--- src/sv/assert_macros.svh ---
// Assertion helpers used by the top-level RTL file; they expect clk and rst_n in scope.
`ifndef ASSERT_MACROS_SVH
`define ASSERT_MACROS_SVH

// same-cycle implication
`define AHVL_ASSERT_IMP(lbl, ante, cons, msg) \
  lbl: assert property (@(posedge clk) disable iff (!rst_n) (ante) |-> (cons)) else $error(msg);

// next-cycle implication
`define AHVL_ASSERT_NXT(lbl, ante, cons, msg) \
  lbl: assert property (@(posedge clk) disable iff (!rst_n) (ante) |=> (cons)) else $error(msg);

`endif

--- src/sv/ahvl_pkg.sv ---
// ----------------------------------------------------------------------------
// ahvl_pkg
// Shared constants, types and helper functions of the altitude hold block.
// ----------------------------------------------------------------------------
`timescale 1ns / 1ps
`default_nettype none

package ahvl_pkg;

  localparam int CORDIC_STEPS_DEF = 16;
  localparam int TABLE_LEN        = 24;
  localparam int CW               = 34;   // rotator datapath width

  localparam logic [29:0] GAIN_Q30 = 30'd652032874;
  localparam logic signed [35:0] OUT_LIM36 = 36'sd8000;
  localparam logic [15:0] AGE_LIMIT = 16'd500;
  localparam logic [17:0] AIR_ERR   = 18'd150;

  localparam logic [2:0] CFG_TARGET    = 3'd0;
  localparam logic [2:0] CFG_GAIN      = 3'd1;
  localparam logic [2:0] CFG_MAX_CLIMB = 3'd2;
  localparam logic [2:0] CFG_MAX_GND   = 3'd3;
  localparam logic [2:0] CFG_MAX_TURN  = 3'd4;

  typedef struct packed {
    logic start;
  } unit_ctl_t;

  typedef struct packed {
    logic busy;
    logic done;
  } unit_sts_t;

  // arctangent table, 2^32 units per turn
  function automatic logic [29:0] atan_val(input logic [4:0] i);
    logic [29:0] v;
    case (i)
      5'd0:  v = 30'd536870912;
      5'd1:  v = 30'd316933406;
      5'd2:  v = 30'd167458907;
      5'd3:  v = 30'd85004756;
      5'd4:  v = 30'd42667331;
      5'd5:  v = 30'd21354465;
      5'd6:  v = 30'd10680862;
      5'd7:  v = 30'd5340245;
      5'd8:  v = 30'd2670675;
      5'd9:  v = 30'd1335087;
      5'd10: v = 30'd667544;
      5'd11: v = 30'd333772;
      5'd12: v = 30'd166886;
      5'd13: v = 30'd83443;
      5'd14: v = 30'd41722;
      5'd15: v = 30'd20861;
      5'd16: v = 30'd10430;
      5'd17: v = 30'd5215;
      5'd18: v = 30'd2608;
      5'd19: v = 30'd1304;
      5'd20: v = 30'd652;
      5'd21: v = 30'd326;
      5'd22: v = 30'd163;
      5'd23: v = 30'd81;
      default: v = 30'd0;
    endcase
    return v;
  endfunction

  // clamp to +-lim, then to the output range
  function automatic logic [13:0] sat14(input logic signed [35:0] v, input logic [12:0] lim);
    logic signed [35:0] l;
    logic signed [35:0] r;
    l = $signed({23'd0, lim});
    r = v;
    if (r > l) r = l;
    else if (r < -l) r = -l;
    if (r > OUT_LIM36) r = OUT_LIM36;
    else if (r < -OUT_LIM36) r = -OUT_LIM36;
    return r[13:0];
  endfunction

endpackage

`default_nettype wire

--- src/sv/ahvl_div.sv ---
// ----------------------------------------------------------------------------
// ahvl_div
// Restoring divider, one quotient bit per cycle, 14-bit quotient.
// ----------------------------------------------------------------------------
`timescale 1ns / 1ps
`default_nettype none

module ahvl_div import ahvl_pkg::*; (
  input  wire logic        clk,
  input  wire logic        rst_n,
  input  wire unit_ctl_t   ctl,
  input  wire logic [43:0] num,
  input  wire logic [31:0] den,
  output unit_sts_t        sts,
  output logic [13:0]      q
);

  logic [43:0] rem_r;
  logic [31:0] den_r;
  logic [13:0] q_r;
  logic [3:0]  k_r;
  logic        busy_r, done_r;
  logic [45:0] trial;
  logic        ge;

  assign trial = {14'd0, den_r} << k_r;
  assign ge    = ({2'b00, rem_r} >= trial);

  always_ff @(posedge clk) begin
    if (!rst_n) begin
      busy_r <= 1'b0;
      done_r <= 1'b0;
      k_r    <= '0;
    end else begin
      done_r <= 1'b0;
      if (ctl.start) begin
        busy_r <= 1'b1;
        k_r    <= 4'd13;
      end else if (busy_r) begin
        if (k_r == 4'd0) begin
          busy_r <= 1'b0;
          done_r <= 1'b1;
        end else begin
          k_r <= k_r - 1'b1;
        end
      end
    end
  end

  always_ff @(posedge clk) begin
    if (ctl.start) begin
      rem_r <= num;
      den_r <= den;
      q_r   <= '0;
    end else if (busy_r) begin
      if (ge) rem_r <= rem_r - trial[43:0];
      q_r <= {q_r[12:0], ge};
    end
  end

  assign sts.busy = busy_r;
  assign sts.done = done_r;
  assign q        = q_r;

endmodule

`default_nettype wire

--- config.mk ---
export PLATFORM = sky130hd
export DESIGN_NAME = ahvl_div
export DESIGN_NICKNAME = d
export VERILOG_FILES = /design/src/sv/assert_macros.svh /design/src/sv/ahvl_pkg.sv /design/src/sv/ahvl_div.sv
export SDC_FILE = /design/constraint.sdc
export NUM_CORES = 1
export LEC_CHECK = 0
export ABC_AREA = 1
export BUFFER_PORTS_ARGS = -buffer_cell sky130_fd_sc_hd__buf_2
export CORE_ASPECT_RATIO = 1.1
export CORE_MARGIN = 2
export CORE_UTILIZATION = 50
export DETAILED_ROUTE_END_ITERATION = 8
export GPL_TIMING_DRIVEN = 1
export PLACE_DENSITY = 0.7
export SYNTH_ARGS = -nofsm -noshare
export SYNTH_HDL_FRONTEND = slang
export SYNTH_SLANG_ARGS = --single-unit
export TNS_END_PERCENT = 10
--- constraint.sdc ---
create_clock -name clk -period 4.15 [get_ports clk]
set_input_delay 1.245 -clock clk [delete_from_list [all_inputs] [get_ports clk]]
set_output_delay 1.245 -clock clk [all_outputs]
set_load 0.02 [all_outputs]
Word-level counts from Yosys, hierarchy flattened
Cells that the tools add are included.
- register bits after elaboration: 96
- input port bits: 79
- output and inout bits: 16
- word-level logic and storage cells: 33
- $add $sub $neg: 2
- magnitude comparators: 1
- equality and inequality tests: 1
- shift-type cells: 1
- mux-type cells: 10
- bitwise logic cells: 3
- reduce and logical (&&, ||, !) cells: 8
- operators by type and width (cell ; count):
    $mux W44 ; 3
    $ge A44 B46 Y1 ; 1
    $shl A32 B4 Y46 ; 1
    $sub A44 B44 Y44 ; 1
    $mux W4 ; 3
    $reduce_and A2 Y1 ; 3
    $logic_not A4 Y1 ; 1
    $mux W1 ; 4
    $reduce_bool A2 Y1 ; 2
    $sub A4 B1 Y4 const B ; 1
    $not A1 Y1 ; 3
    $reduce_or A3 Y1 ; 1
    $ne A2 B2 Y1 const B ; 1
    $reduce_or A2 Y1 ; 1

Longest topological paths before layout
- depth in word-level cells: 5
- gate-level depth with buffers: 25
- mapped depth without buffers: 23

Least setup slack after synthesis
No wires, ideal clock.
- kind: register -> register
- start: register k_r[0]
- end: register rem_r[0] (enable)
- library setup time: 0.402 ns
- arrival time: 3.308 ns
- data required time: 3.748 ns
- setup slack: 0.440 ns
- cell stages (with the launch flop): 25
- path buffers: 2
- clock period less this slack: 3.710 ns
- cell sequence: dfxtp_1 buf_4 inv_2 buf_6 nand2_1 nand2_1 inv_1 nand2_1 o21ai_0 or2_0 o21ai_0 o21ai_0 ha_1 nand2_1 nor2_2 nand2_1 nor2_1 nand3_1 nand2_1 nand2_1 nand2_1 nor2_1 nand2_1 nand2_2 nand2_1
- cells in the longest elaborated chain, start to end: 4
- ends and longest elaborated chain (what ; line ; source):
    start, declared ; ahvl_div.sv:21 ; logic [3:0] k_r;
    start signal, assigned ; ahvl_div.sv:44 ; k_r <= k_r - 1'b1;
    $shl A32 B4 Y46 ; ahvl_div.sv:26 ; assign trial = {14'd0, den_r} << k_r;
    $ge A44 B46 Y1 ; ahvl_div.sv:27 ; assign ge = ({2'b00, rem_r} >= trial);
    $reduce_bool A2 Y1 (no source line) ; n/a ;
    $reduce_and A2 Y1 (no source line) ; n/a ;
    end signal, assigned ; ahvl_div.sv:52 ; rem_r <= num;
    end signal, assigned ; ahvl_div.sv:56 ; if (ge) rem_r <= rem_r - trial[43:0];
    end, declared ; ahvl_div.sv:18 ; logic [43:0] rem_r;
No other way between the ends.
A chain may end at the register's enable or synchronous reset.

Final worst setup path
- start: register k_r[0]
- end: register rem_r[2] (enable)
The elaborated chain is that of the path after synthesis.

==> results.sh <==
export IMPL_die_area_mm2=0.0173
export IMPL_cts_root_buf="clkbuf_16"
export IMPL_drive_gt1_frac=0.130
export IMPL_antenna_found_initial=0
export IMPL_clkLatencyLatePin_ps=360
export IMPL_grt_max_degree=57
export IMPL_finalClockSkew_ps=11.0
export IMPL_grt_pass1_vias=7513
export IMPL_cts_tree="yes"
export IMPL_drt_iter0_markers=672
export IMPL_cp_depth=20
export IMPL_synthCells=1198
export IMPL_period_share=0.916
export IMPL_critPathBufInv=2
export IMPL_fillers=1590
export IMPL_rsz0062_at_grt="false"
export IMPL_die_h_um=138
export IMPL_tightest_slew_ps=731
export IMPL_dr_total_vias=8137
export IMPL_powerDensity_mw_per_mm2=558
export IMPL_core_area_mm2=0.0158
export IMPL_timing_rr_start="k_r[0]$_SDFFE_PN0P_"
export IMPL_hpwl_um=19300
export IMPL_p_leak_nw=4.30
export IMPL_clk_path_buf_depth=2
export IMPL_place_gp_congestion=1.05
export IMPL_drt_pass1_iter_count=8
export IMPL_pin_count=95
export IMPL_finalCriticalPeriod_ps=3800
export IMPL_critPathLaunchType="register"
export IMPL_stdcell_area_mm2=0.00903
export IMPL_power_mw=5.04
export IMPL_worstRegToRegCells=20
export IMPL_synth_cell_types=45
export IMPL_slew_headroom=0.509
export IMPL_irDropWorstVdd_v=0.000260
export IMPL_drv_cap=0
export IMPL_regToRegSetupSlack_ps=350
export IMPL_clkSlewWorstSetupHoldPaths_ps=70
export IMPL_grt_first_pass_wirelength_um=38000
export IMPL_max_freq_ghz=0.263
export IMPL_timing_rr_end="rem_r[2]$_DFFE_PP_"
export IMPL_crit_end="rem_r[2]$_DFFE_PP_"
export IMPL_overflow=0
export IMPL_synth_seq_cells=96
export IMPL_worst_endpoint_required_ps=4200
export IMPL_synthTopCellsByArea="edfxtp_1 28%, nand2_1 19%, ha_1 6.9%"
export IMPL_slowest_stage="dfxtp_2"
export IMPL_yosysTopAreaCell="edfxtp_1"
export IMPL_cts_max_level=3
export IMPL_hold_buffers=0
export IMPL_synth_nets=1323
export IMPL_routed_wl_um=24200
export IMPL_initial_core_util=0.515
export IMPL_viasPerCell=5.52
export IMPL_post_dp_cell_area_mm2=0.00871
export IMPL_path_delay_family="simple AND/OR/NAND/NOR gates"
export IMPL_grtUsageMet1=0.396
export IMPL_post_drt_wl_per_cell_um=16.4
export IMPL_busiest_layer="met2"
export IMPL_port_buffers=94
export IMPL_fin_setup_tns_ps=0
export IMPL_holdCritPathClass="reg -> reg"
export IMPL_crit_top_cell="nand2_1"
export IMPL_path_cells="buf_6 -> nand2_1 -> nand2_1 -> nor2_1 -> a31oi_1 -> nand2_1 -> o21ai_0 -> o21ai_0 -> ha_1 -> nand2_1 -> nor2_1 -> a21oi_1 -> nand2_2 -> nand2_1 -> nand2_1 -> nand2_1 -> nand2_1 -> nand2_2 -> nand2_2 -> buf_6"
export IMPL_critical_path_class="reg -> reg"
export IMPL_arrival_ps=3850
export IMPL_status="complete, no violations"
export IMPL_synth_edf_count=76
export IMPL_grt_usage=0.281
export IMPL_dp_cells=1458
export IMPL_fin_cells=1474
export IMPL_setup_viol=0
export IMPL_antennaDiodeCount=0
export IMPL_globalRouteMet2Util=0.447
export IMPL_ys_flop_type="edfxtp_1"
export IMPL_cts_sinks=96
export IMPL_dp_slack_ps=143
export IMPL_seq_area_frac_synth=0.330
export IMPL_area_growth_pct=11.1
export IMPL_layout_setup_ws_ps=349
export IMPL_yosysTopAreaCellShare=0.281
export IMPL_synth_warnings=0
export IMPL_final_nets=1394
export IMPL_synth_async_reset_ratio=0
export IMPL_antenna_left=0
export IMPL_crit_fanout=24
export IMPL_syn_area_mm2=0.00813
export IMPL_hold_viol_final=0
export IMPL_synth_area_per_cell_um2=6.79
export IMPL_met3_usage=0.0303
export IMPL_slew_viol_final=0
export IMPL_drc=0
export IMPL_numCtsBuffers=9
export IMPL_critPathLaunch="k_r[0]$_SDFFE_PN0P_"
export IMPL_die_x_um=126
export IMPL_cpPeakStageDelay_ps=480
export IMPL_row_count=48
export IMPL_end_kind="register"
-- how the worst min path moves through the flow --
stage | from | to | slack (ps) | cells after the start
global route | q[9]$_SDFFE_PP0P_ | q[10]$_SDFFE_PP0P_ | 520 | 2
global placement | q[10]$_SDFFE_PP0P_ | q[11]$_SDFFE_PP0P_ | 480 | 2
CTS | q[10]$_SDFFE_PP0P_ | q[11]$_SDFFE_PP0P_ | 500 | 2
floorplan | k_r[2]$_SDFFE_PN0P_ | done_r$_SDFF_PP0_ | 520 | 3
detailed placement | q[10]$_SDFFE_PP0P_ | q[11]$_SDFFE_PP0P_ | 490 | 2
finish | q[10]$_SDFFE_PP0P_ | q[11]$_SDFFE_PP0P_ | 500 | 2
-- where the power goes --
group          internal (mW)  switching [mW]
combinational          0.954            1.84
clock                  0.457           0.421
sequential              1.27          0.0972
total                   2.68            2.36
-- cells in the mapped netlist, types with 5 or more instances --
master and number:
nand2_1 415, nor2_1 117, o21ai_0 103, nand3_1 86, inv_1 79, edfxtp_1 76
a21oi_1 58, ha_1 45, clkbuf_1 20, dfxtp_1 20, mux2i_1 19, a31oi_1 12
nand2_2 12, nand4_1 11, or2_2 11, nand3b_1 9, nor2_2 9, o21ai_1 9
or2_1 9, buf_2 8, buf_4 8, nor4_1 5, o21a_1 5, xnor2_1 5
xor2_1 5
-- through the flow --
step | utilization | hold slack (ps)
2_1_floorplan | - | 515
3_3_place_gp | 0.552 | 483
3_5_place_dp | 0.552 | 493
4_1_cts | 0.571 | 505
5_1_grt | 0.572 | 521
6_report | 0.572 | 503
-- logic make-up after synthesis --
family / after synthesis / synth area share
AO/OA/AOI/OAI: 203 / 0.134
XOR/XNOR: 10 / 0.0108
flip-flops: 96 / 0.330
AND/OR/NAND/NOR: 696 / 0.363
multiplexers: 19 / 0.0234
adder cells (fa/ha/maj): 46 / 0.0717
buffers and inverters: 128 / 0.0668
-- what timing repair did --
| action | in CTS | in global routing |
|---|---|---|
| setup endpoints to repair | 0 | 45 |
| buffers inserted | 0 | 0 |
| gates resized for setup | 0 | 8 |
| endpoints found under the hold margin | 0 | 0 |
-- metal layers --
metal  share of wire  wire length, um
met2            0.44            10700
met1            0.47            11400
met5               0                0
met4           0.029              693
met3           0.059             1420
-- worst min-delay path, cell delays in order, from the launching register on --
cell     delay (ps)
dfxtp_1         340
nor2_1           50
nor2_1           80
-- cell type report --
cell class	count	area, um2	area share
tap	200	250	0.0277
sequential	96	2680	0.297
timing repair buffer	103	564	0.0625
multi-input combinational	974	4910	0.543
inverter	85	322	0.0356
clock buffer	10	250	0.0277
clock inverter	6	55.1	0.00609
-- sequential cells by signal, summed over array words and instances, names as in the netlist --
name,flops
q,14
rem_r,44
busy_r,1
done_r,1
k_r,4
den_r,32
-- cells in the final DEF (no fill, tap or decap), types with 3 or more instances in the layout --
cell and count:
ha_1 45, o21bai_1 3, xnor2_1 5, a31oi_1 12, buf_6 3, o21a_1 5, nor2_1 117, mux2i_1 19
nor4_1 5, edfxtp_1 76, a21o_1 3, nand2_1 414, inv_2 3, nand3_1 86, nand3_2 4, xor2_1 5
clkbuf_16 10, nand4_1 11, nor2_2 9, nand2_2 13, o21ai_0 101, buf_2 93, buf_4 6, a21oi_1 58
or2_1 9, o21ai_1 11, nor3_1 3, inv_1 79, dfxtp_1 19, or2_2 11, nand3b_1 9
Note: power is estimated with default switching activity, not from simulation.
