--- src/sv/assert_macros.svh ---
// Assertion helpers used by the top-level RTL file; they expect clk and rst_n in scope.
`ifndef ASSERT_MACROS_SVH
`define ASSERT_MACROS_SVH

// same-cycle implication
`define AHVL_ASSERT_IMP(lbl, ante, cons, msg) \
  lbl: assert property (@(posedge clk) disable iff (!rst_n) (ante) |-> (cons)) else $error(msg);

// next-cycle implication
`define AHVL_ASSERT_NXT(lbl, ante, cons, msg) \
  lbl: assert property (@(posedge clk) disable iff (!rst_n) (ante) |=> (cons)) else $error(msg);

`endif

--- src/sv/ahvl_pkg.sv ---
// ----------------------------------------------------------------------------
// ahvl_pkg
// Shared constants, types and helper functions of the altitude hold block.
// ----------------------------------------------------------------------------
`timescale 1ns / 1ps
`default_nettype none

package ahvl_pkg;

  localparam int CORDIC_STEPS_DEF = 16;
  localparam int TABLE_LEN        = 24;
  localparam int CW               = 34;   // rotator datapath width

  localparam logic [29:0] GAIN_Q30 = 30'd652032874;
  localparam logic signed [35:0] OUT_LIM36 = 36'sd8000;
  localparam logic [15:0] AGE_LIMIT = 16'd500;
  localparam logic [17:0] AIR_ERR   = 18'd150;

  localparam logic [2:0] CFG_TARGET    = 3'd0;
  localparam logic [2:0] CFG_GAIN      = 3'd1;
  localparam logic [2:0] CFG_MAX_CLIMB = 3'd2;
  localparam logic [2:0] CFG_MAX_GND   = 3'd3;
  localparam logic [2:0] CFG_MAX_TURN  = 3'd4;

  typedef struct packed {
    logic start;
  } unit_ctl_t;

  typedef struct packed {
    logic busy;
    logic done;
  } unit_sts_t;

  // arctangent table, 2^32 units per turn
  function automatic logic [29:0] atan_val(input logic [4:0] i);
    logic [29:0] v;
    case (i)
      5'd0:  v = 30'd536870912;
      5'd1:  v = 30'd316933406;
      5'd2:  v = 30'd167458907;
      5'd3:  v = 30'd85004756;
      5'd4:  v = 30'd42667331;
      5'd5:  v = 30'd21354465;
      5'd6:  v = 30'd10680862;
      5'd7:  v = 30'd5340245;
      5'd8:  v = 30'd2670675;
      5'd9:  v = 30'd1335087;
      5'd10: v = 30'd667544;
      5'd11: v = 30'd333772;
      5'd12: v = 30'd166886;
      5'd13: v = 30'd83443;
      5'd14: v = 30'd41722;
      5'd15: v = 30'd20861;
      5'd16: v = 30'd10430;
      5'd17: v = 30'd5215;
      5'd18: v = 30'd2608;
      5'd19: v = 30'd1304;
      5'd20: v = 30'd652;
      5'd21: v = 30'd326;
      5'd22: v = 30'd163;
      5'd23: v = 30'd81;
      default: v = 30'd0;
    endcase
    return v;
  endfunction

  // clamp to +-lim, then to the output range
  function automatic logic [13:0] sat14(input logic signed [35:0] v, input logic [12:0] lim);
    logic signed [35:0] l;
    logic signed [35:0] r;
    l = $signed({23'd0, lim});
    r = v;
    if (r > l) r = l;
    else if (r < -l) r = -l;
    if (r > OUT_LIM36) r = OUT_LIM36;
    else if (r < -OUT_LIM36) r = -OUT_LIM36;
    return r[13:0];
  endfunction

endpackage

`default_nettype wire

--- src/sv/ahvl_cordic.sv ---
// ----------------------------------------------------------------------------
// ahvl_cordic
// Iterative vector rotator: one micro-rotation per cycle on shared adders.
// ----------------------------------------------------------------------------
`timescale 1ns / 1ps
`default_nettype none

module ahvl_cordic import ahvl_pkg::*; #(
  parameter int STEPS = CORDIC_STEPS_DEF
) (
  input  wire logic                 clk,
  input  wire logic                 rst_n,
  input  wire unit_ctl_t            ctl,
  input  wire logic signed [CW-1:0] x0,
  input  wire logic signed [CW-1:0] y0,
  input  wire logic signed [CW-1:0] z0,
  output unit_sts_t                 sts,
  output logic signed [CW-1:0]      x,
  output logic signed [CW-1:0]      y
);

  localparam int CNT_W = $clog2(STEPS);

  logic signed [CW-1:0] x_r, y_r, z_r;
  logic [CNT_W-1:0]     cnt_r;
  logic                 busy_r, done_r;
  logic signed [CW-1:0] dx, dy, at;

  assign dx = y_r >>> cnt_r;
  assign dy = x_r >>> cnt_r;
  assign at = $signed({{(CW-30){1'b0}}, atan_val(5'(cnt_r))});

  always_ff @(posedge clk) begin
    if (!rst_n) begin
      busy_r <= 1'b0;
      done_r <= 1'b0;
      cnt_r  <= '0;
    end else begin
      done_r <= 1'b0;
      if (ctl.start) begin
        busy_r <= 1'b1;
        cnt_r  <= '0;
      end else if (busy_r) begin
        if (cnt_r == CNT_W'(STEPS - 1)) begin
          busy_r <= 1'b0;
          done_r <= 1'b1;
        end
        cnt_r <= cnt_r + 1'b1;
      end
    end
  end

  always_ff @(posedge clk) begin
    if (ctl.start) begin
      x_r <= x0;
      y_r <= y0;
      z_r <= z0;
    end else if (busy_r) begin
      if (!z_r[CW-1]) begin
        x_r <= x_r - dx;
        y_r <= y_r + dy;
        z_r <= z_r - at;
      end else begin
        x_r <= x_r + dx;
        y_r <= y_r - dy;
        z_r <= z_r + at;
      end
    end
  end

  assign sts.busy = busy_r;
  assign sts.done = done_r;
  assign x = x_r;
  assign y = y_r;

endmodule

`default_nettype wire

--- config.mk ---
export PLATFORM = sky130hd
export DESIGN_NAME = ahvl_cordic
export DESIGN_NICKNAME = d
export VERILOG_FILES = /design/src/sv/assert_macros.svh /design/src/sv/ahvl_pkg.sv /design/src/sv/ahvl_cordic.sv
export SDC_FILE = /design/constraint.sdc
export NUM_CORES = 1
export LEC_CHECK = 0
export ABC_AREA = 1
export BUFFER_PORTS_ARGS = -buffer_cell sky130_fd_sc_hd__buf_4
export CAP_MARGIN = 20
export CORE_MARGIN = 5
export CORE_UTILIZATION = 30
export DETAILED_ROUTE_END_ITERATION = 6
export GPL_TIMING_DRIVEN = 0
export SLEW_MARGIN = 10
export SYNTH_ARGS = -nofsm -noshare
export SYNTH_HDL_FRONTEND = slang
export SYNTH_SLANG_ARGS = --single-unit
export TNS_END_PERCENT = 1
--- constraint.sdc ---
create_clock -name clk -period 3.95 [get_ports clk]
set_input_delay 0.1975 -clock clk [delete_from_list [all_inputs] [get_ports clk]]
set_output_delay 0.1975 -clock clk [all_outputs]
set_load 0.02 [all_outputs]
After elaboration in Yosys (flattened, before gate mapping)
Memories as Yosys holds them, arrays and structs flattened. A register that Yosys moved wholly into a read port is not among the register bits.
Index checks and enable logic that the tools add are counted.
{"block": "classes", "mux": 15, "n_addsub": 7, "eq_ne": 1, "n_reduce_logical": 3, "shifts": 2, "n_bitwise": 2}
{"cell": "$mux W34", "count": 9}
{"cell": "$add A34 B34 Y34", "count": 2}
{"cell": "$sshr A34 B4 Y34", "count": 2}
{"cell": "$sub A34 B34 Y34", "count": 2}
{"cell": "$add A34 B31 Y34", "count": 1}
{"cell": "$sub A34 B31 Y34", "count": 1}
{"cell": "$mux W4", "count": 2}
{"cell": "$add A4 B1 Y4 const B", "count": 1}
{"cell": "$eq A4 B4 Y1 const B", "count": 1}
{"cell": "$mux W1", "count": 4}
{"cell": "$reduce_or A3 Y1", "count": 1}
{"cell": "$not A1 Y1", "count": 2}
{"cell": "$reduce_bool A2 Y1", "count": 1}
{"cell": "$reduce_or A2 Y1", "count": 1}
{"block": "totals", "out_inout_bits": 70, "memories": 1, "mem_bits_ro": 480, "reg_bits": 108}
{"name": "(name not given)", "depth": 16, "word_bits": 30, "read_ports": 1, "rd_clocked_by_memory_dff": 1, "wr": 0, "line_no": "ahvl_pkg.sv:37", "text": "case (i)"}

Longest topological paths before layout
Gate-level depths: netlist of run 1.
{"block": "logic_depth", "depth_word": 5, "ltp_mapped": 32}

Worst setup path after synthesis of run 1
OpenSTA, ideal clock, no wires.
{"block": "synth_timing", "path_kind": "flip-flop to flip-flop", "from": "register cnt_r[0]", "to": "register y_r[25] (netlist: y[25]) (data pin)", "setup_ps": 254, "required_time_ps": 3696, "t_arrival_ps": 3854, "setup_slack_ps": -158, "stages_incl_launch_ff": 27, "path_cell_list": "dfxtp_1 buf_6 inv_2 buf_6 buf_6 nand2_1 nand3_1 nand3_1 nand3_1 nand2_1 ha_1 nand2_2 nor3_4 nand3_2 o21ai_4 o21ai_0 xor2_1 ha_1 a21oi_1 o21ai_0 o21bai_1 or2_2 a21oi_1 o21ai_0 or2_2 nand3_1 nand2_1"}
{"block": "synth_via", "elab_chain_cells": 5, "elab_cells_between_ends": 6, "classes_between": "add/sub: 2; shift: 1; mux: 3"}
{"item": "start: declaration", "line_no": "ahvl_cordic.sv:25", "text": "logic [CNT_W-1:0] cnt_r;"}
{"item": "start signal: assignment", "line_no": "ahvl_cordic.sv:48", "text": "cnt_r <= cnt_r + 1'b1;"}
{"item": "$sshr A34 B4 Y34 *", "line_no": "ahvl_cordic.sv:30", "text": "assign dy = x_r >>> cnt_r;"}
{"item": "$add A34 B34 Y34 / $sub A34 B34 Y34 (equally long branches)", "line_no": "ahvl_cordic.sv:61, ahvl_cordic.sv:65"}
{"item": "$mux W34 *", "line_no": "ahvl_cordic.sv:59", "text": "if (!z_r[CW-1]) begin"}
{"item": "$mux W34 *", "line_no": "ahvl_cordic.sv:58", "text": "end else if (busy_r) begin"}
{"item": "$mux W34 *", "line_no": "ahvl_cordic.sv:54", "text": "if (ctl.start) begin"}
{"item": "end signal: assignment", "line_no": "ahvl_cordic.sv:56", "text": "y_r <= y0;"}
{"item": "end signal: assignment", "line_no": "ahvl_cordic.sv:61", "text": "y_r <= y_r + dy;"}
{"item": "end signal: assignment", "line_no": "ahvl_cordic.sv:65", "text": "y_r <= y_r - dy;"}
{"item": "end: declaration", "line_no": "ahvl_cordic.sv:24", "text": "logic signed [CW-1:0] x_r, y_r, z_r;"}
Mark *: on every way between the ends. The rest lies on a longest branch, timed or not. The select of a mux whose other input is x is not followed.
A chain may end at the register's enable or synchronous reset.

Worst setup path after layout of run 1
{"block": "layout_timing", "from": "register cnt_r[0]", "to": "register y_r[27] (netlist: y[27]) (data pin)"}
Same word-level chain as after synthesis.

==> metrics.log, run 1 <==
[metrics] run status: finished, violations left
[metrics] violated checks: setup timing
[metrics] most common cell after layout, fill and taps aside: nand2_1
[metrics] worst slew slack as a fraction of its limit: 30.0%
[metrics] via count of the first global-routing pass: 18798
[metrics] Placeable Area: 56100 sq um
[metrics] launch point of the worst reg-to-reg path: cnt_r[0]
[metrics] worst clock skew on the final layout: 29.8 ps
[metrics] worst-case setup slack after placement: -1620 ps
[metrics] worst path bufs/invs: 4
[metrics] crit path max-delay cell type: ha_1
[metrics] Slew Limit Fails: 0
[metrics] first-pass GRT wire length: 108000 um
[metrics] Syn Nets: 2952
[metrics] vertical die dimension: 247 um
[metrics] post-DP HPWL: 57100 um
[metrics] root buffer cell: clkbuf_16
[metrics] fraction of met3 tracks used by global routing: 3.80%
[metrics] TritonCTS clock tree: yes
[metrics] stage delay of the slowest cell on the critical path: 360 ps
[metrics] count of mapped cells out of synthesis: 2732
[metrics] top cell family by delay on the critical path: simple AND/OR/NAND/NOR gates
[metrics] clock transition time at the flip-flop clock pins of the worst setup and hold paths: 70 ps
[metrics] number of vias in the routed layout: 20211
[metrics] worst setup slack after layout: -267 ps
[metrics] final cell utilization of the core: 40.6%
[metrics] post-synthesis to final-layout area growth: 34.7%
[metrics] maximum fanout encountered on the critical timing path: 7
[metrics] die footprint: 61200 sq um
[metrics] worst-case hold path end point: z_r[14]
[metrics] cell with the most instances on the worst path: nand2_2
[metrics] Startpoint Class: flop
[metrics] share of the synthesized area in the top cell type: 18.5%
[metrics] EDFF count, synth: 102
[metrics] area post-placement: 19200 sq um
[metrics] type of the setup path with the least slack: reg -> reg
[metrics] average footprint of a synthesized cell: 6.19 sq um
[metrics] worst hold-check path type: in -> reg
[metrics] x dimension of the die: 247 um
[metrics] met1 Resource Use GR: 30.5%
[metrics] total negative slack: -5650 ps
[metrics] number of vias per cell: 5.27
[metrics] total global routing track utilization: 23.1%
[metrics] share of flip-flops with an asynchronous set or reset after synthesis: 0%
[metrics] number of buffers inserted during clock tree synthesis: 17
[metrics] final-report setup violation count: 40
[metrics] number of design rule violations left after detail routing: 0
[metrics] number of rows in the core area: 87
[metrics] post-route cell area: 22800 sq um
[metrics] number of warnings issued by yosys: 0
[metrics] Design Power: 21.8 mW
[metrics] H-Tree Level Count: 4
[metrics] worst skew pair latency: 520 ps
[metrics] number of placed cells counting well taps: 3664
[metrics] maximum VDD drop: 0.425 mV
[metrics] worst hold path startpoint: z0[14]
[metrics] worst reg2reg setup slack: -270 ps
[metrics] Synth cell types: 52
[metrics] cells taking the most area after synthesis: nand2_1 (19%), edfxtp_1 (18%), nand3_1 (13%)
[metrics] fraction of layout instances using a drive strength above 1: 22.9%
[metrics] count of state elements after synthesis: 138
[metrics] Final Instance Count excl. Fillers: 3832
[metrics] Port Buffer Count: 174
[metrics] period utilisation layout: 107%
[metrics] starting utilization of the core area: 30.1%
[metrics] Routed WL per cell: 19.2 um
[metrics] antenna violations before repair: 2
[metrics] RSZ-0062 raised after global routing: true
[metrics] global-route congestion overflow total: 0
[metrics] Leak: 10.5 nW
[metrics] Initial DRC Count: 1701
[metrics] commonest cells after routing, fill and taps aside: nand2_1 (772), nand3_1 (397), buf_4 (229)
[metrics] FF-to-FF path depth: 27
[metrics] number of nets in the layout: 3282
[metrics] hold path depth: 3
[metrics] final critical-path required period: 4220 ps
[metrics] CTS max path bufs: 2
[metrics] nature of the critical path endpoint: flop
[metrics] number of max-cap violations: 0
[metrics] total detailed-routing wirelength: 73600 um
[metrics] most frequently used flop master after synthesis: edfxtp_1
[metrics] sinks on the clock net: 138
[metrics] pin count of the biggest net entering global routing: 55
[metrics] critical register-to-register path endpoint: y[27]
[metrics] Power Density: 957 nW/um^2
[metrics] Final Hold Vio Count: 0
[metrics] number of antenna-violating nets in the routed design: 0
[metrics] library cell with the largest summed area after synthesis: nand2_1
[metrics] boundary pin count: 175
[metrics] arrival time of data at the critical path endpoint: 4470 ps
[metrics] worst hold slack across all endpoints: 21.3 ps
[metrics] Initial DRT Pass Iterations: 5
[metrics] met2 global-route usage: 37.4%
[metrics] sequential area share after synthesis: 22.4%
[metrics] Worst Path Required: 4200 ps
[metrics] weighted congestion reported at the end of routability-driven placement: 1.02
[metrics] netlist area before placement: 16900 sq um
[metrics] actual transition at the worst max-transition pin: 1050 ps
[metrics] gr busiest metal: met2
[metrics] timing-limited maximum frequency: 237 MHz
-- power by group --
| part | leakage (nW) | internal, mW | switching, mW |
|---|---|---|---|
| clock | 0.290 | 0.928 | 0.771 |
| sequential | 1.33 | 2.32 | 0.966 |
| combinational | 8.84 | 6.54 | 10.3 |
| total | 10.5 | 9.79 | 12.0 |
-- state kept, by name, summed over array words and instances, names as in the netlist --
| register | count |
|---|---|
| y | 34 |
| done_r | 1 |
| busy_r | 1 |
| z_r | 34 |
| x | 34 |
| at | 30 |
| cnt_r | 4 |
-- worst max path at each step --
stage | startpoint | endpoint | slack [ps] | depth (start not counted)
6_report | cnt_r[0] | y[27] | -270 | 27
5_1_grt | cnt_r[1] | y[28] | -480 | 24
4_1_cts | cnt_r[0] | y[17] | -240 | 27
3_5_place_dp | z_r[33] | x[24] | -1620 | 22
3_3_place_gp | ctl | y[0] | -1630 | 4
2_1_floorplan | cnt_r[0] | y[25] | -20 | 26
-- tightest hold or removal path, cell delays in order --
cell	delay (ps)
buf_4	100
nand2_1	50
nand2_1	60
-- cells in the mapped netlist (35+ instances only) --
library cell / count
nand2_1: 834
nand3_1: 451
nor2_1: 229
inv_1: 216
a21oi_1: 156
o21ai_0: 116
ha_1: 112
edfxtp_1: 102
or2_2: 65
xor2_1: 62
dfxtp_1: 36
buf_2: 35
-- cell type report --
type	count	area (sq um)
multi-input cells	2274	13300
repair buffers	311	2650
clock buffers	24	524
well taps	756	946
plain buffers	99	709
clock inverters	8	52.6
inverters	221	837
diodes	1	2.50
flip-flops and latches	138	3790
fillers	6032	33300
-- kinds of logic (layout without fill, tap and decap cells) --
group	after synthesis	count (layout)	synth area share, %
flops	138	138	22.4
buf+inv	320	663	7.77
other cells	0	1	0
compound gates	382	382	13.0
xor+xnor	95	95	4.92
simple gates	1682	1682	43.3
fa+ha+maj	115	115	8.65
-- repair_timing --
item                                    CTS  global route
endpoints found under the setup margin   90            68
hold endpoints to repair                 90             0
hold buffers                             89             0
cloned                                    0             3
buffers inserted                          9            33
gates resized for setup                 143           300
pin swaps                                15           105
-- per-layer routing --
metal / part of all wire [%] / routed length [um]
met4: 4.4 / 3260
met2: 45 / 33400
met5: 0 / 0
met3: 7.3 / 5410
met1: 43 / 31600
No activity file was read; power rests on OpenSTA's default activity.
==> run 2: changes to the inputs <==
--- a/config.mk
+++ b/config.mk
@@ -12,6 +12,7 @@
 export CORE_UTILIZATION = 30
 export DETAILED_ROUTE_END_ITERATION = 6
 export GPL_TIMING_DRIVEN = 0
+export SKIP_CTS_REPAIR_TIMING = 1
 export SLEW_MARGIN = 10
 export SYNTH_ARGS = -nofsm -noshare
 export SYNTH_HDL_FRONTEND = slang
==> run 2 against run 1 <==
The flow finishes with violations (hold timing, setup timing). Setup slack got worse by 94 ps. Sequential share of layout area rose by 0.68 points. Combinational power fell by 7%. Via count fell by 1.1%. Largest power group unchanged.
==> metrics.log, run 2 (synthesis gave the netlist of run 1 again) <==
[metrics] Initial DRT Pass Iterations: 6 (+1)
[metrics] arrival time of data at the critical path endpoint: 4570 ps (+100 ps)
[metrics] RSZ-0062 raised after global routing: true
[metrics] Final Hold Vio Count: 10 (+10)
[metrics] most common cell after layout, fill and taps aside: nand2_1
[metrics] FF-to-FF path depth: 23 (-15%)
[metrics] Worst Path Required: 4210 ps (about the same)
[metrics] period utilisation layout: 109% (+2.4 points)
[metrics] type of the setup path with the least slack: reg -> reg
[metrics] worst clock skew on the final layout: 28.2 ps (-1.61 ps)
[metrics] post-DP HPWL: 57100 um (unchanged)
[metrics] root buffer cell: clkbuf_16
[metrics] Leak: 10.2 nW (-2.8%)
[metrics] number of max-cap violations: 0 (unchanged)
[metrics] launch point of the worst reg-to-reg path: cnt_r[1]
[metrics] number of nets in the layout: 3239 (-1.3%)
[metrics] number of placed cells counting well taps: 3664 (unchanged)
[metrics] run status: finished, violations left
[metrics] global-route congestion overflow total: 0 (unchanged)
[metrics] number of rows in the core area: 87 (unchanged)
[metrics] antenna violations before repair: 3 (+1)
[metrics] number of vias in the routed layout: 19981 (-1.1%)
[metrics] sinks on the clock net: 138 (unchanged)
[metrics] Final Instance Count excl. Fillers: 3789 (-1.1%)
[metrics] worst skew pair latency: 520 ps (about the same)
[metrics] total negative slack: -5410 ps (+238 ps)
[metrics] crit path max-delay cell type: dfxtp_4
[metrics] final critical-path required period: 4310 ps (+94.3 ps)
[metrics] Routed WL per cell: 19.2 um (-0.11%)
[metrics] maximum fanout encountered on the critical timing path: 10 (+3)
[metrics] worst slew slack as a fraction of its limit: 29.7% (-0.38 points)
[metrics] total global routing track utilization: 22.7% (-0.42 points)
[metrics] number of vias per cell: 5.27 (about the same)
[metrics] final-report setup violation count: 38 (-5.0%)
[metrics] first-pass GRT wire length: 106000 um (-2.3%)
[metrics] worst setup slack after layout: -362 ps (-94.3 ps)
[metrics] clock transition time at the flip-flop clock pins of the worst setup and hold paths: 80 ps (about the same)
[metrics] number of buffers inserted during clock tree synthesis: 17 (unchanged)
[metrics] CTS max path bufs: 2 (unchanged)
[metrics] boundary pin count: 175 (unchanged)
[metrics] vertical die dimension: 247 um (unchanged)
[metrics] commonest cells after routing, fill and taps aside: nand2_1 (792), nand3_1 (410), inv_1 (215)
[metrics] hold path depth: 3 (unchanged)
[metrics] area post-placement: 19200 sq um (unchanged)
[metrics] worst hold path startpoint: y0[14]
[metrics] worst-case hold path end point: y[14]
[metrics] timing-limited maximum frequency: 232 MHz (-2.2%)
[metrics] Port Buffer Count: 174 (unchanged)
[metrics] x dimension of the die: 247 um (unchanged)
[metrics] top cell family by delay on the critical path: simple AND/OR/NAND/NOR gates
[metrics] TritonCTS clock tree: yes
[metrics] stage delay of the slowest cell on the critical path: 400 ps (+40 ps)
[metrics] critical register-to-register path endpoint: y[25]
[metrics] maximum VDD drop: 0.415 mV (-2.3%)
[metrics] starting utilization of the core area: 30.1% (unchanged)
[metrics] fraction of layout instances using a drive strength above 1: 20.0% (-2.8 points)
[metrics] actual transition at the worst max-transition pin: 1060 ps (+5.71 ps)
[metrics] final cell utilization of the core: 39.0% (-1.6 points)
[metrics] worst path bufs/invs: 2 (-2)
[metrics] number of design rule violations left after detail routing: 0 (unchanged)
[metrics] pin count of the biggest net entering global routing: 55 (unchanged)
[metrics] number of antenna-violating nets in the routed design: 0 (unchanged)
[metrics] total detailed-routing wirelength: 72700 um (-1.2%)
[metrics] Initial DRC Count: 1847 (+8.6%)
[metrics] post-route cell area: 21900 sq um (-3.9%)
[metrics] Design Power: 20.7 mW (-5.1%)
[metrics] weighted congestion reported at the end of routability-driven placement: 1.02 (unchanged)
[metrics] violated checks: hold timing, setup timing
[metrics] Power Density: 945 nW/um^2 (-1.2%)
[metrics] post-synthesis to final-layout area growth: 29.5%
[metrics] worst-case setup slack after placement: -1620 ps (unchanged)
[metrics] Placeable Area: 56100 sq um (unchanged)
[metrics] worst hold slack across all endpoints: -25.0 ps (-46.3 ps)
[metrics] cell with the most instances on the worst path: nand3_2
[metrics] die footprint: 61200 sq um (unchanged)
[metrics] Slew Limit Fails: 0 (unchanged)
[metrics] worst reg2reg setup slack: -360 ps (-90 ps)
[metrics] Startpoint Class: flop
[metrics] nature of the critical path endpoint: flop
[metrics] chain of cells forming the critical path: buf_6, buf_4, nand3_2, nand3_2, nand3_2, nand2_4, ha_4, nand2_4, nor3_4, nand3_4, o21ai_4, o21ai_2, xor2_1, ha_1, nand2_2, o21ai_1, o21bai_1, or2_4, a21oi_4, o21ai_4, or2_4, nand3_2, nand2_1
[metrics] H-Tree Level Count: 4 (unchanged)
[metrics] via count of the first global-routing pass: 18120 (-3.6%)
[metrics] worst hold-check path type: in -> reg
run 2: cell types whose count changed in the layout (fill, tap and decap cells not counted), sizes merged:
cell,delta
buf,-31
clkbuf,+7
dlygate4sd3,-19
run 2: power by group:
group	total, mW	internal, mW	switching, mW
sequential	3.27	2.32	0.947
clock	1.70	0.928	0.776
combinational	15.7	5.90	9.81
run 2: area by class of cell:
class,count,area [sq um]
repair buffers,269,2250
diodes,1,2.50
clock buffers,24,524
well taps,756,946
clock inverters,8,52.6
plain buffers,98,693
fillers,6104,34200
multi-input cells,2274,12800
flip-flops and latches,138,3790
inverters,221,835
run 2: worst max path at each step:
stage | startpoint | end | slack [ps] | cells after the start
2_1_floorplan | cnt_r[0] | y[25] | -20 | 26
3_3_place_gp | ctl | y[0] | -1630 | 4
3_5_place_dp | z_r[33] | x[24] | -1620 | 22
6_report | cnt_r[1] | y[25] | -360 | 23
4_1_cts | z_r[33] | x[24] | -1640 | 22
5_1_grt | cnt_r[0] | y[25] | -500 | 25
run 2: worst reg2reg max path, delay by kind of cell (launching register included):
| family | cells | cell delay (ps) |
|---|---|---|
| AND/OR/NAND/NOR | 12 | 1660 |
| flip-flops | 1 | 400 |
| XOR/XNOR | 1 | 240 |
| buffers and inverters | 2 | 420 |
| AO/OA/AOI/OAI | 6 | 870 |
| adder cells (fa/ha/maj) | 2 | 470 |
run 2: layer usage:
metal	global-route usage, %	routed length (um)	vias to the layer above
li1	-	-	9785
met1	30.1	31200	9283
met2	36.5	32700	773
met3	3.98	5500	138
met4	9.43	3310	2
met5	0	17	-
