**src/sv/assert_macros.svh**
```systemverilog
// Assertion helpers used by the top-level RTL file; they expect clk and rst_n in scope.
`ifndef ASSERT_MACROS_SVH
`define ASSERT_MACROS_SVH

// same-cycle implication
`define AHVL_ASSERT_IMP(lbl, ante, cons, msg) \
  lbl: assert property (@(posedge clk) disable iff (!rst_n) (ante) |-> (cons)) else $error(msg);

// next-cycle implication
`define AHVL_ASSERT_NXT(lbl, ante, cons, msg) \
  lbl: assert property (@(posedge clk) disable iff (!rst_n) (ante) |=> (cons)) else $error(msg);

`endif

```
**src/sv/ahvl_pkg.sv**
```systemverilog
// ----------------------------------------------------------------------------
// ahvl_pkg
// Shared constants, types and helper functions of the altitude hold block.
// ----------------------------------------------------------------------------
`timescale 1ns / 1ps
`default_nettype none

package ahvl_pkg;

  localparam int CORDIC_STEPS_DEF = 16;
  localparam int TABLE_LEN        = 24;
  localparam int CW               = 34;   // rotator datapath width

  localparam logic [29:0] GAIN_Q30 = 30'd652032874;
  localparam logic signed [35:0] OUT_LIM36 = 36'sd8000;
  localparam logic [15:0] AGE_LIMIT = 16'd500;
  localparam logic [17:0] AIR_ERR   = 18'd150;

  localparam logic [2:0] CFG_TARGET    = 3'd0;
  localparam logic [2:0] CFG_GAIN      = 3'd1;
  localparam logic [2:0] CFG_MAX_CLIMB = 3'd2;
  localparam logic [2:0] CFG_MAX_GND   = 3'd3;
  localparam logic [2:0] CFG_MAX_TURN  = 3'd4;

  typedef struct packed {
    logic start;
  } unit_ctl_t;

  typedef struct packed {
    logic busy;
    logic done;
  } unit_sts_t;

  // arctangent table, 2^32 units per turn
  function automatic logic [29:0] atan_val(input logic [4:0] i);
    logic [29:0] v;
    case (i)
      5'd0:  v = 30'd536870912;
      5'd1:  v = 30'd316933406;
      5'd2:  v = 30'd167458907;
      5'd3:  v = 30'd85004756;
      5'd4:  v = 30'd42667331;
      5'd5:  v = 30'd21354465;
      5'd6:  v = 30'd10680862;
      5'd7:  v = 30'd5340245;
      5'd8:  v = 30'd2670675;
      5'd9:  v = 30'd1335087;
      5'd10: v = 30'd667544;
      5'd11: v = 30'd333772;
      5'd12: v = 30'd166886;
      5'd13: v = 30'd83443;
      5'd14: v = 30'd41722;
      5'd15: v = 30'd20861;
      5'd16: v = 30'd10430;
      5'd17: v = 30'd5215;
      5'd18: v = 30'd2608;
      5'd19: v = 30'd1304;
      5'd20: v = 30'd652;
      5'd21: v = 30'd326;
      5'd22: v = 30'd163;
      5'd23: v = 30'd81;
      default: v = 30'd0;
    endcase
    return v;
  endfunction

  // clamp to +-lim, then to the output range
  function automatic logic [13:0] sat14(input logic signed [35:0] v, input logic [12:0] lim);
    logic signed [35:0] l;
    logic signed [35:0] r;
    l = $signed({23'd0, lim});
    r = v;
    if (r > l) r = l;
    else if (r < -l) r = -l;
    if (r > OUT_LIM36) r = OUT_LIM36;
    else if (r < -OUT_LIM36) r = -OUT_LIM36;
    return r[13:0];
  endfunction

endpackage

`default_nettype wire

```
**src/sv/ahvl_isqrt.sv**
```systemverilog
// ----------------------------------------------------------------------------
// ahvl_isqrt
// Integer square root, two radicand bits per cycle, with remainder flag.
// ----------------------------------------------------------------------------
`timescale 1ns / 1ps
`default_nettype none

module ahvl_isqrt import ahvl_pkg::*; (
  input  wire logic        clk,
  input  wire logic        rst_n,
  input  wire unit_ctl_t   ctl,
  input  wire logic [63:0] n,
  output unit_sts_t        sts,
  output logic [31:0]      root,
  output logic             rem_nz
);

  logic [63:0] n_r, res_r, bit_r, trial;
  logic        busy_r, done_r;

  assign trial = res_r + bit_r;

  always_ff @(posedge clk) begin
    if (!rst_n) begin
      busy_r <= 1'b0;
      done_r <= 1'b0;
    end else begin
      done_r <= 1'b0;
      if (ctl.start) begin
        busy_r <= 1'b1;
      end else if (busy_r && bit_r[0]) begin
        busy_r <= 1'b0;
        done_r <= 1'b1;
      end
    end
  end

  always_ff @(posedge clk) begin
    if (ctl.start) begin
      n_r   <= n;
      res_r <= '0;
      bit_r <= 64'd1 << 62;
    end else if (busy_r) begin
      if (n_r >= trial) begin
        n_r   <= n_r - trial;
        res_r <= (res_r >> 1) + bit_r;
      end else begin
        res_r <= res_r >> 1;
      end
      bit_r <= bit_r >> 2;
    end
  end

  assign sts.busy = busy_r;
  assign sts.done = done_r;
  assign root     = res_r[31:0];
  assign rem_nz   = (n_r != 64'd0);

endmodule

`default_nettype wire

```
**config.mk**
```make
export PLATFORM = sky130hd
export DESIGN_NAME = ahvl_isqrt
export DESIGN_NICKNAME = d
export VERILOG_FILES = /design/src/sv/assert_macros.svh /design/src/sv/ahvl_pkg.sv /design/src/sv/ahvl_isqrt.sv
export SDC_FILE = /design/constraint.sdc
export NUM_CORES = 1
export LEC_CHECK = 0
export ABC_CLOCK_PERIOD_IN_PS = 18450
export BUFFER_PORTS_ARGS = -buffer_cell sky130_fd_sc_hd__clkbuf_2
export CAP_MARGIN = 10
export CELL_PAD_IN_SITES_DETAIL_PLACEMENT = 0
export CELL_PAD_IN_SITES_GLOBAL_PLACEMENT = 2
export CORE_ASPECT_RATIO = 1.2
export CORE_MARGIN = 3
export CORE_UTILIZATION = 38
export CTS_CLUSTER_DIAMETER = 100
export DETAILED_ROUTE_END_ITERATION = 8
export GPL_ROUTABILITY_DRIVEN = 0
export MAX_ROUTING_LAYER = met4
export PLACE_DENSITY_LB_ADDON = 0.3
export SETUP_SLACK_MARGIN = 0.02
export SLEW_MARGIN = 20
export SYNTH_ARGS = -nofsm -noshare
export SYNTH_HDL_FRONTEND = slang
export SYNTH_SLANG_ARGS = --single-unit
```
**constraint.sdc**
```tcl
create_clock -name clk -period 18.45 [get_ports clk]
set_input_delay 2.7675 -clock clk [delete_from_list [all_inputs] [get_ports clk]]
set_output_delay 2.7675 -clock clk [all_outputs]
set_load 0.01 [all_outputs]
```
# Word-level counts from Yosys, hierarchy flattened
# Index checks and enable logic that the tools add are counted.
[word_totals] ff_bits=162 input_bits=67 out_inout_bits=35 wordCells=24
[op_classes] n_addsub=3 magnitude_cmp=1 muxes=7 bitwise=1 n_reduce_logical=7
[ops] cell="64-bit 2-to-1 mux" count=4
[ops] cell="63-bit by 63-bit adder with 64-bit output" count=1
[ops] cell="64-bit by 63-bit adder with 64-bit output" count=1
[ops] cell="64-bit >= comparator" count=1
[ops] cell="64-bit nonzero test" count=1
[ops] cell="64-bit subtractor" count=1
[ops] cell="2-bit nonzero test" count=3
[ops] cell="1-bit 2-to-1 mux" count=3
[ops] cell="2-bit AND reduction" count=1
[ops] cell="2-bit OR reduction" count=1
[ops] cell="1-bit logical AND" count=1
[ops] cell="1-bit inverter" count=1

# Longest topological paths before layout
# Gate-level depths: netlist of run 1.
[depth] ltp_word=5 mapped_depth=25 depth_no_buf=23

# Worst setup path before layout of run 1
# No wires, ideal clock.
[synth_timing] path_kind="register -> register" startpoint="register res_r[20]" endpoint="register n_r[0], enable pin" setup_ns=0.688 arrival_ns=5.397 slack_ns=12.365 path_stages_with_launch=22 n_path_buf=1 period_less_slack_ns=6.085 path_cell_list="dfxtp_1 > ha_1 > a31o_2 > a31o_2 > a211oi_2 > o21a_1 > o21ai_2 > a41o_1 > a211oi_2 > o21ai_1 > a31oi_1 > xor2_1 > ha_1 > clkbuf_1 > nand4_1 > nor2b_1 > a311oi_1 > nor2_1 > a31oi_1 > o21ai_2 > o21ai_0 > nand2_1"
[synth_between] elab_chain_len=4
[synth_rtl] item="start: declaration" line="ahvl_isqrt.sv:18" text="logic [63:0] n_r, res_r, bit_r, trial;"
[synth_rtl] item="start signal: assignment" line="ahvl_isqrt.sv:46" text="res_r <= (res_r >> 1) + bit_r;"
[synth_rtl] item="start signal: assignment" line="ahvl_isqrt.sv:48" text="res_r <= res_r >> 1;"
[synth_rtl] item="64-bit by 63-bit adder with 64-bit output" line="ahvl_isqrt.sv:21" text="assign trial = res_r + bit_r;"
[synth_rtl] item="64-bit >= comparator" line="ahvl_isqrt.sv:44" text="if (n_r >= trial) begin"
[synth_rtl] item="2-bit nonzero test (no line)"
[synth_rtl] item="2-bit AND reduction (no line)"
[synth_rtl] item="end signal: assignment" line="ahvl_isqrt.sv:40" text="n_r <= n;"
[synth_rtl] item="end signal: assignment" line="ahvl_isqrt.sv:45" text="n_r <= n_r - trial;"
[synth_rtl] item="end: declaration" line="ahvl_isqrt.sv:18"
# No other way between the ends.
# A chain may end at the register's enable or synchronous reset.

# Worst setup path after layout of run 1
[layout_timing] startpoint="register bit_r[0]" endpoint="register n_r[6], enable pin"
[layout_between] elab_chain_len=4
[layout_rtl] item="start: declaration" line="ahvl_isqrt.sv:18"
[layout_rtl] item="start signal: assignment" line="ahvl_isqrt.sv:42" text="bit_r <= 64'd1 << 62;"
[layout_rtl] item="start signal: assignment" line="ahvl_isqrt.sv:50" text="bit_r <= bit_r >> 2;"
[layout_rtl] item="64-bit by 63-bit adder with 64-bit output" line="ahvl_isqrt.sv:21"
[layout_rtl] item="64-bit >= comparator" line="ahvl_isqrt.sv:44"
[layout_rtl] item="2-bit nonzero test (no line)"
[layout_rtl] item="2-bit AND reduction (no line)"
# No other way between the ends.

==> metrics.md, run 1 <==
| Metric | Value |
|---|---|
| Detailed Route WL | `51.83 mm` |
| CORE AREA | `40240 sq um` |
| EDFF count, synth | `64` |
| Library cells used by synthesis | `96` |
| Num CTS Buffers | `17` |
| Syn-to-layout area delta | `7.138%` |
| Setup Skew | `0.01213 ns` |
| DRT antenna net count | `0` |
| Initial antenna violation count | `0` |
| Syn Inst Count | `1999` |
| Top post-synthesis cells by area | `dfxtp_1 12%, edfxtp_1 12%, ha_1 10%, nand2_1 5.8%, o21ai_0 4.8%` |
| Diodes inserted | `0` |
| R2R cell count | `22` |
| Startpoint Class | `register` |
| Reg-to-reg endpoint | `n_r[6]$_DFFE_PP_` |
| CP cell instances | `ha_1 > ha_1 > a21o_1 > a31o_2 > a31o_2 > a21o_1 > a21o_1 > a31oi_1 > o21bai_1 > a31oi_1 > o21ai_0 > xnor2_1 > ha_1 > nand4_1 > or2_2 > nor3_2 > a31oi_1 > o21ai_2 > buf_4 > o21ai_0 > nand2_2 > buf_4` |
| Insertion delay to the later sink of the worst-skew pair | `0.48 ns` |
| Grt ovf | `0` |
| Rows | `80` |
| Count leader, synth | `nand2_1` |
| Via count | `14841` |
| Crit path max-delay family | `compound AO/OA/AOI/OAI gates` |
| Drt first pass iters | `7` |
| Min-delay src | `res_r[0]$_SDFFE_PP0P_` |
| FF/Latch Area | `3887 sq um` |
| Starting Density | `0.3903` |
| Pins over their slew limit | `0` |
| Slew Limit Headroom | `0.3241` |
| Top-Level Pins | `102` |
| Number of synthesized register bits | `162` |
| Die area | `43820 sq um` |
| Syn nets | `2197` |
| Max Freq | `150.3 MHz` |
| Top cell type by total area after synthesis | `dfxtp_1` |
| Via density per instance | `5.864` |
| Fin crit share | `0.3607` |
| Worst Tran Pin Value | `1.011 ns` |
| Critical path fanouts, max | `64` |
| # Max-Cap Violations | `0` |
| Reg-to-Reg Start | `bit_r[0]$_SDFFE_PP0P_` |
| GRT Util Overall | `0.2423` |
| Layout fillers | `4193` |
| Vias in the first global route | `14605` |
| DR iter-0 viols | `1077` |
| RSZ-0062 raised after global routing | `no` |
| Place WS | `11.84 ns` |
| Req. time, crit path | `18.55 ns` |
| Status | `finished clean` |
| Area of the multi-input gates | `10920 sq um` |
| IO buf count | `101` |
| DP HPWL | `39.88 mm` |
| Die Width | `191.6 um` |
| Kind of critical path | `reg2reg` |
| Slowest Stage Delay on Critical Path | `0.68 ns` |
| Ys async rst share | `0` |
| Pwr Density | `130.0 nW/um^2` |
| CTS-repair resized insts | `0` |
| Setup-failing EPs final | `0` |
| Hold Path Sink | `res_r[0]$_SDFFE_PP0P_` |
| Yosys top cell area share | `0.1249` |
| Fin. Hold Viols | `0` |
| CTS H-Tree Depth | `4` |
| Largest net degree at the start of global routing | `76` |
| Max VDD drop | `73.40 uV` |
| Ys flop type | `dfxtp_1` |
| Mean Syn Cell Area | `7.857 sq um` |
| Yosys warns | `0` |
| CP Data Arrival Time | `6.76 ns` |
| Drt wl/cell | `20.48 um` |
| Clock root buffer | `clkbuf_16` |
| Clock Path Buffers | `2` |
| Setup TNS Final | `0 ns` |
| LEAKAGE | `6.505 nW` |
| Post-synth top cells | `241 x nand2_1, 177 x nor2_1, 150 x o21ai_0` |
| Post-synthesis sequential area ratio | `0.2473` |
| Clock Pin Slew Worst Setup and Hold Paths | `0.08 ns` |
| Slowest-stage cell, CP | `buf_4` |
| Share of layout cells above drive strength 1 | `0.1041` |
| Post-CTS Setup Bufs | `0` |
| R2R setup slack | `11.80 ns` |
| Setup crit end kind | `register` |
| Mapped cell area | `15710 sq um` |
| Hold-critical path depth | `2` |
| Hold-fix buffers, CTS | `0` |
| CP bufs+invs | `2` |
| Num Clock Sinks | `162` |
| CTS tree | `done` |
| First-pass GRT wire length | `81.76 mm` |
| Final #Nets | `2183` |
| Slack of the critical path | `11.80 ns` |
| Chip Height | `228.7 um` |
| # DRC | `0` |
| Min cycle time layout | `6.654 ns` |
| Worst hold path type | `reg2reg` |
[worst reg2reg max path, stage by stage (launching register included)]
cell and delay, ns:
dfxtp_1 0.39, ha_1 0.24, ha_1 0.21, a21o_1 0.21
a31o_2 0.26, a31o_2 0.29, a21o_1 0.21, a21o_1 0.18
a31oi_1 0.28, o21bai_1 0.19, a31oi_1 0.27, o21ai_0 0.15
xnor2_1 0.21, ha_1 0.50, nand4_1 0.19, or2_2 0.36
nor3_2 0.20, a31oi_1 0.14, o21ai_2 0.15, buf_4 0.43
o21ai_0 0.33, nand2_2 0.13, buf_4 0.68
[cell type report]
class	count	share of cell area
clock inverters	13	0.008105
repair buffers	109	0.03398
multi-input cells	1645	0.6491
well taps	533	0.03963
clock buffers	19	0.02699
flip-flops and latches	162	0.2310
inverters	50	0.01115
[power by group]
part           internal (W)  total [W]  switching [W]
Sequential         0.000486   0.000585      0.0000992
Clock              0.000199   0.000379       0.000180
Combinational      0.000461    0.00122       0.000762
[through the flow]
stage	util	hold slack, ns	std cells	area [sq um]	total power (W)
finish	0.4182	0.5387	2531	16830	0.002187
global route	0.4182	0.5558	2531	16830	0.002352
CTS	0.4182	0.5413	2531	16830	0.002188
detailed placement	0.4035	0.5307	2499	16240	0.001799
global placement	0.4035	0.5236	2499	16240	0.001799
floorplan	-	0.4777	1999	15710	0.001486
[routing by layer]
layer  routed length (um)  track usage  vias to the layer above
met5                    0            -                        -
met4                 1394      0.08098                        0
met3                 2134      0.02684                       67
met2                23450       0.3753                      379
met1                24850       0.3292                     7024
li1                     -            -                     7371
[state kept, by name, indices dropped and copies added, names as in the netlist]
name	flops
bit_r	32
busy_r	1
done_r	1
n_r	64
res_r	64
[cells in the final DEF, fill, tap and decap left out, drive strengths merged, types with 18 or more instances in the layout]
master,n
nor2,179
a21oi,123
nand2,242
and2,25
o21bai,28
xnor2,70
nand4,48
mux2i,46
a311oi,21
a211oi,38
edfxtp,64
inv,60
nand3,36
nor4,24
xor2,85
clkbuf,119
and3,19
a31oi,56
nor3,30
a21o,51
a31o,18
dfxtp,98
o21ai,172
ha,130
[kinds of logic (layout without fill, tap and decap cells)]
group	count (synthesis)	count (layout)	share of synthesized area
mux	56	56	0.03649
fa+ha+maj	131	131	0.1048
flops	162	162	0.2473
simple gates	669	669	0.1992
compound gates	634	634	0.2683
buf+inv	192	191	0.05744
xor+xnor	155	155	0.08643
[how the worst max path moves through the flow]
stage | end | slack (ns) | start | cells after the start
detailed placement | n_r[14]$_DFFE_PP_ | 11.84 | bit_r[0]$_SDFFE_PP0P_ | 22
global route | n_r[6]$_DFFE_PP_ | 11.29 | bit_r[0]$_SDFFE_PP0P_ | 22
finish | n_r[6]$_DFFE_PP_ | 11.80 | bit_r[0]$_SDFFE_PP0P_ | 22
CTS | n_r[18]$_DFFE_PP_ | 11.81 | bit_r[0]$_SDFFE_PP0P_ | 22
global placement | n_r[14]$_DFFE_PP_ | 11.88 | bit_r[0]$_SDFFE_PP0P_ | 22
floorplan | n_r[0]$_DFFE_PP_ | 12.37 | res_r[20]$_SDFFE_PP0P_ | 21
Note: power is estimated with default switching activity, not from simulation.
==> inputs of run 2 (changes only) <==
--- a/config.mk
+++ b/config.mk
@@ -5,14 +5,14 @@
 export SDC_FILE = /design/constraint.sdc
 export NUM_CORES = 1
 export LEC_CHECK = 0
-export ABC_CLOCK_PERIOD_IN_PS = 18450
+export ABC_CLOCK_PERIOD_IN_PS = 5550
 export BUFFER_PORTS_ARGS = -buffer_cell sky130_fd_sc_hd__clkbuf_2
 export CAP_MARGIN = 10
 export CELL_PAD_IN_SITES_DETAIL_PLACEMENT = 0
 export CELL_PAD_IN_SITES_GLOBAL_PLACEMENT = 2
 export CORE_ASPECT_RATIO = 1.2
 export CORE_MARGIN = 3
-export CORE_UTILIZATION = 38
+export CORE_UTILIZATION = 34
 export CTS_CLUSTER_DIAMETER = 100
 export DETAILED_ROUTE_END_ITERATION = 8
 export GPL_ROUTABILITY_DRIVEN = 0
==> constraint.sdc (replaced) <==
create_clock -name clk -period 5.55 [get_ports clk]
set_input_delay 0.8325 -clock clk [delete_from_list [all_inputs] [get_ports clk]]
set_output_delay 0.8325 -clock clk [all_outputs]
set_load 0.01 [all_outputs]
==> run 2 against run 1 <==
Net effect: first-iteration DRC count is 8.5% higher; combinational power grew to 4.0 times the previous value; largest cell class unchanged; total power grew to 3.7 times the previous value; sequential power grew to 3.3 times the previous value; non-clock buffer count is 118 higher; clock power grew to 3.2 times the previous value; critical path depth is 1 higher; cell count is 7.7% higher; hold slack worse by 0.0099 ns; clock skew is 0.0054 ns higher; wire length is 7.2% higher; highest routed layer unchanged.
==> metrics.md, run 2 (synthesized netlist as in run 1, its figures left out) <==
| Metric | Value |
|---|---|
| Slowest-stage cell, CP | `dfxtp_1` |
| Final #Nets | `2302 (+5.5%)` |
| GRT Util Overall | `0.2250 (-0.01725)` |
| Chip Height | `241.4 um (+5.6%)` |
| Worst hold path type | `reg2reg` |
| Num CTS Buffers | `17 (unchanged)` |
| CP bufs+invs | `0 (-2)` |
| Die Width | `202.2 um (+5.5%)` |
| Via density per instance | `5.691 (-2.9%)` |
| LEAKAGE | `7.216 nW (+11%)` |
| Placed instance area | `17220 sq um (+6.0%)` |
| Syn-to-layout area delta | `16.47%` |
| Detailed Route WL | `55.55 mm (+7.2%)` |
| First-pass GRT wire length | `83.86 mm (+2.6%)` |
| Max VDD drop | `262.7 uV (+260%)` |
| Starting Density | `0.3467 (-0.04366)` |
| Initial antenna violation count | `0 (unchanged)` |
| Fin. Hold Viols | `0 (unchanged)` |
| Setup crit end kind | `register` |
| Kind of critical path | `reg2reg` |
| Rows | `85 (+6.3%)` |
| Clock Path Buffers | `2 (unchanged)` |
| RSZ-0062 raised after global routing | `yes` |
| Top-Level Pins | `102 (unchanged)` |
| Crit path max-delay family | `compound AO/OA/AOI/OAI gates` |
| Via count | `15515 (+4.5%)` |
| Fin crit share | `0.9639 (+0.6032)` |
| Min Hold Slack | `0.5288 ns (-0.009949 ns)` |
| Drt first pass iters | `5 (-2)` |
| Drt wl/cell | `20.38 um (-0.48%)` |
| Slack of the critical path | `0.2005 ns (-11.60 ns)` |
| Fin area | `18290 sq um (+8.7%)` |
| Status | `finished clean` |
| CTS tree | `done` |
| Grt ovf | `0 (unchanged)` |
| IO buf count | `101 (unchanged)` |
| Slowest Stage Delay on Critical Path | `0.34 ns (-0.34 ns)` |
| Pins over their slew limit | `0 (unchanged)` |
| Setup Skew | `0.01748 ns (+0.005352 ns)` |
| Startpoint Class | `register` |
| Req. time, crit path | `5.78 ns (-12.77 ns)` |
| # DRC | `0 (unchanged)` |
| DP HPWL | `43.29 mm (+8.5%)` |
| Commonest non-fill, non-tap cell in the layout | `nand2_1` |
| Setup-failing EPs final | `0 (unchanged)` |
| R2R setup slack | `0.20 ns (-11.60 ns)` |
| Critical path fanouts, max | `6 (-91%)` |
| Most frequent cells in the layout | `240 x nand2_1, 177 x nor2_1, 142 x o21ai_0` |
| Total power | `0.008023 W (+270%)` |
| Place WS | `-0.09642 ns (-11.94 ns)` |
| Largest net degree at the start of global routing | `97 (+28%)` |
| Num Clock Sinks | `162 (unchanged)` |
| # Max-Cap Violations | `0 (unchanged)` |
| Max Freq | `186.9 MHz (+24%)` |
| Diodes inserted | `0 (unchanged)` |
| Biggest regs | `n_r x64, res_r x64, bit_r x32` |
| CP Data Arrival Time | `5.58 ns (-1.18 ns)` |
| Hold-fix buffers, CTS | `0 (unchanged)` |
| Slew Limit Headroom | `0.3269 (+0.002853)` |
| CP cell instances | `ha_1 > ha_1 > a21o_1 > a31o_2 > a31o_2 > a21o_1 > a21o_1 > a31oi_4 > o21bai_2 > a21bo_2 > a21oi_2 > xor2_2 > ha_4 > a21oi_2 > nand2_1 > a31oi_4 > o21ai_1 > a21boi_1 > a31oi_4 > a32oi_2 > a21oi_2 > xor2_1 > mux2_2` |
| Min cycle time layout | `5.350 ns (-1.305 ns)` |
| CTS H-Tree Depth | `4 (unchanged)` |
| Pwr Density | `438.6 nW/um^2 (+240%)` |
| DR iter-0 viols | `1169 (+8.5%)` |
| Die area | `48820 sq um (+11%)` |
| Share of layout cells above drive strength 1 | `0.1771 (+0.07303)` |
| Clock Pin Slew Worst Setup and Hold Paths | `0.08 ns (about the same)` |
| CORE AREA | `45310 sq um (+13%)` |
| Insertion delay to the later sink of the worst-skew pair | `0.48 ns (about the same)` |
| Clock root buffer | `clkbuf_16` |
| Vias in the first global route | `14519 (-0.59%)` |
| DRT antenna net count | `0 (unchanged)` |
| Worst Tran Pin Value | `1.010 ns (-0.001878 ns)` |
[run 2: final timing paths]
check                           cells past startpoint               endpoint                   from
worst max-delay path                               23      n_r[59]$_DFFE_PP_  res_r[0]$_SDFFE_PP0P_
worst min-delay path                                2  res_r[0]$_SDFFE_PP0P_  res_r[0]$_SDFFE_PP0P_
worst max register to register                     23      n_r[59]$_DFFE_PP_  res_r[0]$_SDFFE_PP0P_
worst min register to register                      2  res_r[0]$_SDFFE_PP0P_  res_r[0]$_SDFFE_PP0P_
[run 2: routing by layer]
metal  track usage  up-vias  wire length (um)
li1              -     7611                 -
met1        0.3102     7443             26940
met2        0.3544      403             25270
met3       0.02621       58              2206
met4       0.05587        0              1132
met5             -        -                 0
[run 2: worst min-delay path, stage by stage (launching register included)]
cell	delay (ns)
dfxtp_1	0.34
nor2_1	0.09
a311oi_1	0.06
[run 2: timing repair]
item / 4_1_cts / 5_1_grt
gates cloned: 0 / 3
setup buffers: 1 / 14
setup endpoints to repair: 90 / 149
resized for setup: 7 / 60
pin swaps: 2 / 22
[run 2: where the power goes]
part | switching [W] | leakage, nW | internal [W] | total (W)
Sequential | 0.000298 | 1.44 | 0.00161 | 0.00191
Clock | 0.000628 | 0.288 | 0.000604 | 0.00123
Combinational | 0.00285 | 5.48 | 0.00203 | 0.00488
Total | 0.00377 | 7.22 | 0.00425 | 0.00802
[run 2: cell type report]
class	instances	area [sq um]
fillers	4781	27010
multi-input cells	1646	11250
flip-flops and latches	162	3887
repair buffers	227	1618
well taps	609	762.0
clock buffers	17	425.4
inverters	50	187.7
clock inverters	15	161.4
[run 2: stage by stage]
stage,cells,TNS (ns),utilization
after floorplan,1999,0,-
after global placement,2676,-0.1857,0.3800
after detailed placement,2676,-5.371,0.3800
after CTS,2709,0,0.3936
after global routing,2726,-0.04342,0.4038
final,2726,0,0.4038
